[config.mk]
export PLATFORM = sky130hd
export DESIGN_NAME = tqm_isqrt
export DESIGN_NICKNAME = d
export VERILOG_FILES = /design/src/assert_macros.svh /design/src/tqm_pkg.sv /design/src/tqm_isqrt.sv
export SDC_FILE = /design/constraint.sdc
export NUM_CORES = 2
export LEC_CHECK = 0
export BUFFER_PORTS_ARGS = -buffer_cell sky130_fd_sc_hd__buf_2
export CAP_MARGIN = 5
export CORE_MARGIN = 10
export CORE_UTILIZATION = 42
export CTS_CLUSTER_SIZE = 28
export DETAILED_ROUTE_END_ITERATION = 8
export PLACE_DENSITY_LB_ADDON = 0.08
export SLEW_MARGIN = 20
export SYNTH_ARGS = -nofsm -noshare
export SYNTH_HDL_FRONTEND = slang
export SYNTH_SLANG_ARGS = --single-unit
[constraint.sdc]
create_clock -name clk -period 9.6 [get_ports clk]
set_input_delay 0.96 -clock clk [delete_from_list [all_inputs] [get_ports clk]]
set_output_delay 0.96 -clock clk [all_outputs]
set_load 0.02 [all_outputs]
[src/assert_macros.svh]
// ----------------------------------------------------------------------------
// Assertion macros
// Shorthand for the clocked, reset-qualified concurrent assertions of the
// RTL modules.
// ----------------------------------------------------------------------------
`ifndef ASSERT_MACROS_SVH
`define ASSERT_MACROS_SVH

// The consequent must hold in the same cycle as the antecedent.
`define ASSERT_IMPL(label, clk, rst_n, ante, cons, msg) \
  label: assert property (@(posedge clk) disable iff (!rst_n) (ante) |-> (cons)) \
    else $error(msg);

// The consequent must hold in the cycle after the antecedent.
`define ASSERT_NEXT(label, clk, rst_n, ante, cons, msg) \
  label: assert property (@(posedge clk) disable iff (!rst_n) (ante) |=> (cons)) \
    else $error(msg);

`endif

[src/tqm_pkg.sv]
// ----------------------------------------------------------------------------
// tqm_pkg
// Widths and constants shared by the triangle quality pipeline.
// ----------------------------------------------------------------------------
`default_nettype none

package tqm_pkg;

  localparam int COORD_FRAC_BITS = 16;

  localparam int COORD_W   = 24;
  localparam int NUM_COORD = 9;
  localparam int DIFF_W    = COORD_W + 1;
  localparam int PROD_W    = 2 * DIFF_W;
  localparam int E2_W      = PROD_W;
  localparam int EDGE_W    = E2_W / 2;
  localparam int CRM_W     = PROD_W;
  localparam int CRH_W     = CRM_W / 2;
  localparam int K2_W      = 2 * CRM_W;
  localparam int K_W       = K2_W / 2;
  localparam int PER_W     = EDGE_W + 2;
  localparam int BC_W      = 2 * EDGE_W;
  localparam int BCH_W     = BC_W / 2;
  localparam int PA_W      = PER_W + EDGE_W;
  localparam int PAH_W     = PA_W / 2;
  localparam int RP_W      = PAH_W + BCH_W;
  localparam int SQ3_W     = 31;
  localparam int L2H_W     = E2_W / 2;
  localparam int ALTP_W    = SQ3_W + L2H_W;
  localparam int DENR_W    = PA_W + BC_W;
  localparam int DENA_W    = SQ3_W + E2_W;
  localparam int NUMR_SH   = 18;
  localparam int NUMA_SH   = 47;
  localparam int NUMR_W    = K2_W + NUMR_SH;
  localparam int NUMA_W    = K_W + NUMA_SH;
  localparam int Q_W       = 17;
  localparam int AREA_W    = 32;
  localparam int LEDGE_W   = 24;

  localparam int IN_TDATA_W  = NUM_COORD * COORD_W;
  localparam int OUT_TDATA_W = 80;

  // sqrt(3) in Q1.30
  localparam logic [SQ3_W-1:0] SQRT3_Q30 = 31'd1859775393;
  localparam logic [Q_W-1:0]   ONE_Q16   = 17'd65536;

endpackage

`default_nettype wire

[src/tqm_isqrt.sv]
// ----------------------------------------------------------------------------
// tqm_isqrt
// Pipelined integer square root, one root bit per stage, with a side word
// that travels alongside the radicand.
// ----------------------------------------------------------------------------
`default_nettype none

module tqm_isqrt
  import tqm_pkg::*;
#(
  parameter int RAD_W  = E2_W,
  parameter int SIDE_W = E2_W
) (
  input  wire logic                 clk,
  input  wire logic                 en,
  input  wire logic [RAD_W-1:0]     rad_i,
  input  wire logic [SIDE_W-1:0]    side_i,
  output logic      [RAD_W/2-1:0]   root_o,
  output logic      [SIDE_W-1:0]    side_o
);

  localparam int ROOT_W = RAD_W / 2;
  localparam int TW     = RAD_W + 1;

  logic [RAD_W-1:0]  rem_r  [ROOT_W];
  logic [ROOT_W-1:0] root_r [ROOT_W];
  logic [SIDE_W-1:0] side_r [ROOT_W];

  generate
    for (genvar i = 0; i < ROOT_W; i++) begin : g_stage
      localparam int B = ROOT_W - 1 - i;
      logic [RAD_W-1:0]  rem_in;
      logic [ROOT_W-1:0] root_in;
      logic [SIDE_W-1:0] side_in;
      logic [TW-1:0]     trial;
      logic              fits;

      if (i == 0) begin : g_first
        assign rem_in  = rad_i;
        assign root_in = '0;
        assign side_in = side_i;
      end else begin : g_next
        assign rem_in  = rem_r[i-1];
        assign root_in = root_r[i-1];
        assign side_in = side_r[i-1];
      end

      // rem holds n - r*r; setting bit B adds r*2^(B+1) + 2^(2B) to the square.
      assign trial = (TW'(root_in) << (B + 1)) | (TW'(1) << (2 * B));
      assign fits  = {1'b0, rem_in} >= trial;

      always_ff @(posedge clk) begin
        if (en) begin
          rem_r[i]  <= fits ? RAD_W'({1'b0, rem_in} - trial) : rem_in;
          root_r[i] <= fits ? (root_in | (ROOT_W'(1) << B)) : root_in;
          side_r[i] <= side_in;
        end
      end
    end
  endgenerate

  assign root_o = root_r[ROOT_W-1];
  assign side_o = side_r[ROOT_W-1];

endmodule

`default_nettype wire

==> results.json <==
{
  "synth.distinct_cells": 90,
  "slew_viol_final": 0,
  "p_leak_nw": 45.2,
  "clkSinkCount": 2775,
  "hold_ws_ps": 202,
  "rsz0062_at_grt": "no",
  "routed_wl_um": 210000,
  "htree_levels": 5,
  "grt_antenna_before_repair": 5,
  "synth.net_count": 7450,
  "cts_resized": 0,
  "ys_async_sr_fraction": 0,
  "via_count": 57021,
  "die_w_um": 533,
  "fp-row-count": 188,
  "ir_drop_mv": 0.183,
  "startpoint_type": "register",
  "overflow": 0,
  "finalNetCount": 7897,
  "ctsRootBufferMaster": "clkbuf_16",
  "status": "complete, no violations",
  "dieArea_sq_um": 284000,
  "avgRoutedWirePerCell_um": 18.8,
  "vias_per_cell": 5.09,
  "fin_crit_sh": 0.485,
  "slew_headroom": 0.139,
  "clock_skew_ps": 84.3,
  "cp-end-kind": "register",
  "hold_buffers": 0,
  "cts_inserted_buffers": 314,
  "coreArea_sq_um": 262000,
  "ys_warn_count": 0,
  "critPathKind": "register to register",
  "cts_tree": "yes",
  "die_h_um": 533,
  "setup_viol_count_final": 0,
  "drtIter0Drc": 4282,
  "max-cap-violations": 0,
  "hpwl_um": 144000,
  "hold_viol": 0,
  "cp.arrival_ps": 5270,
  "timing.setup.tns_ps": 0,
  "ys.flop_type": "edfxtp_1",
  "ys_seq_elements": 2775,
  "drive_gt1_frac": 0.0999,
  "syn_area_sq_um": 110000,
  "synth_edf_count": 2775,
  "worstPathCellList": "ha_1 -> nand3_1 -> or4_1 -> nor4_1 -> a31oi_1 -> and2_1 -> a2111oi_2 -> nand3_1 -> xnor2_1",
  "finalWeightedCongestion": 0.917,
  "cts.clk_slew.worst_paths_ps": 60,
  "drtAntennaViolNets": 0,
  "crit_top_cell": "nand3_1",
  "max_freq_mhz": 215,
  "cts_setup_buffers": 0,
  "port_buffers": 176,
  "initial_core_util": 0.421,
  "grt_pass1_vias": 57849,
  "cpPeakStageDelay_ps": 820,
  "power_density_nw_per_um2": 243,
  "cp.required_ps": 10210,
  "worstPathMaxFanout": 8,
  "syn-mean-instance-area_sq_um": 15.8,
  "grt_usage": 0.144,
  "grt_max_degree": 187,
  "cts_buffer_depth": 4,
  "pin_count": 177,
  "min_period_ps": 4660,
  "grt_pass1_wl_um": 330000,
  "clkLatencyLatePin_ps": 930,
  "tightestPinTransition_ps": 1280,
  "ys_seq_area_frac": 0.755,
  "hold_path_class": "primary input to register",
  "crit_slowest_cell": "nor4_1",
  "drc_errors": 0,
  "synthToLayoutAreaGrowth_pct": 13.9,
  "postSynthCellCount": 7002,
  "drt_first_pass_iters": 6
}
-- layout by cell type (no fill, tap or decap), types with 35 or more instances in the layout --
cell type	count
edfxtp_1	2775
inv_1	428
nand2_1	375
nor2_1	361
ha_1	346
clkbuf_16	318
a21oi_1	311
o21ai_0	303
xor2_1	271
xnor2_1	247
nor4_1	205
buf_2	175
nor3_1	164
a21o_1	125
nand3_1	96
nand4_1	92
or3_1	70
clkinv_1	68
o21a_1	62
nand2b_1	56
clkinv_2	54
clkbuf_1	49
nor2b_1	46
or4_1	43
a211oi_1	43
buf_4	41
o31ai_1	39
mux2_2	35
-- path summary, 6_finish.rpt --
kind | from | slack [ps] | to | cells after the start
worst min register to register | side_r[1][160] | 380 | side_r[2][10] | 0
worst max-delay path | rem_r[2][227] | 4940 | rem_r[2][294] | 9
worst max register to register | rem_r[2][227] | 4940 | rem_r[2][294] | 9
worst min-delay path | rad_i[47] | 200 | rem_r[0][47] | 1
-- layout make-up --
class / count / area [sq um]
multi-input combinational: 3697 / 25100
timing repair buffer: 229 / 1440
clock buffer: 367 / 8140
tap: 3515 / 4400
sequential: 2775 / 83300
antenna: 3 / 7.51
fill: 22425 / 136000
clock inverter: 174 / 1620
inverter: 432 / 1620
-- stage by stage --
step / cell area, sq um / setup slack, ps / utilization / std cells / total power [mW]
3_5_place_dp: 116000 / 4860 / 0.442 / 10648 / 19.4
3_3_place_gp: 116000 / 4830 / 0.442 / 10648 / 19.4
6_report: 126000 / 4940 / 0.480 / 11192 / 30.5
4_1_cts: 126000 / 4840 / 0.480 / 11189 / 31.0
2_1_floorplan: 110000 / 6430 / - / 7002 / 18.0
5_1_grt: 126000 / 4780 / 0.480 / 11190 / 32.0
-- routing by layer --
layer,track usage,part of all wire,up-vias
met4,0.0581,0.041,0
met2,0.237,0.47,1103
li1,-,-,27653
met3,0.0230,0.040,488
met5,0,0,-
met1,0.192,0.45,27777
-- registers in the layout (all words and copies together), names as in the netlist --
name and cells:
root_r 325, side_r 1250, rem_r 1200
-- power breakdown --
group / total (mW) / switching [mW] / leakage [nW] / internal (mW)
Sequential: 15.5 / 0.708 / 26.9 / 14.8
Clock: 11.4 / 4.61 / 4.76 / 6.75
Combinational: 3.66 / 2.22 / 13.5 / 1.45
-- critical path, delay by kind of cell, from the launching register on --
kind | cells | cell delay (ps)
AOI/OAI and AO/OA | 2 | 1030
xor gates and xnor gates | 1 | 190
adders and majority gates | 1 | 470
DFF | 1 | 400
and+or+nand+nor | 5 | 2310
-- kinds of logic after synthesis --
family	after synthesis	synth area share
flip-flops	2775	0.755
AND/OR/NAND/NOR	1690	0.0795
adder cells (fa/ha/maj)	346	0.0392
AO/OA/AOI/OAI	1094	0.0623
XOR/XNOR	518	0.0411
multiplexers	49	0.00484
buffers and inverters	530	0.0181
-- Yosys cell counts, drive strengths merged, types with 62 or more instances --
cell / instances / area, sq um
nand2: 375 / 1410
nor2: 363 / 1370
nand3: 96 / 480
o21a: 62 / 465
xor2: 271 / 2370
nand4: 92 / 576
ha: 346 / 4330
a21o: 125 / 938
inv: 430 / 1610
xnor2: 247 / 2160
o21ai: 309 / 1550
nor3: 167 / 852
edfxtp: 2775 / 83300
a21oi: 311 / 1560
nor4: 208 / 1310
clkbuf: 87 / 327
or3: 70 / 438
Note: power is estimated with default switching activity, not from simulation.
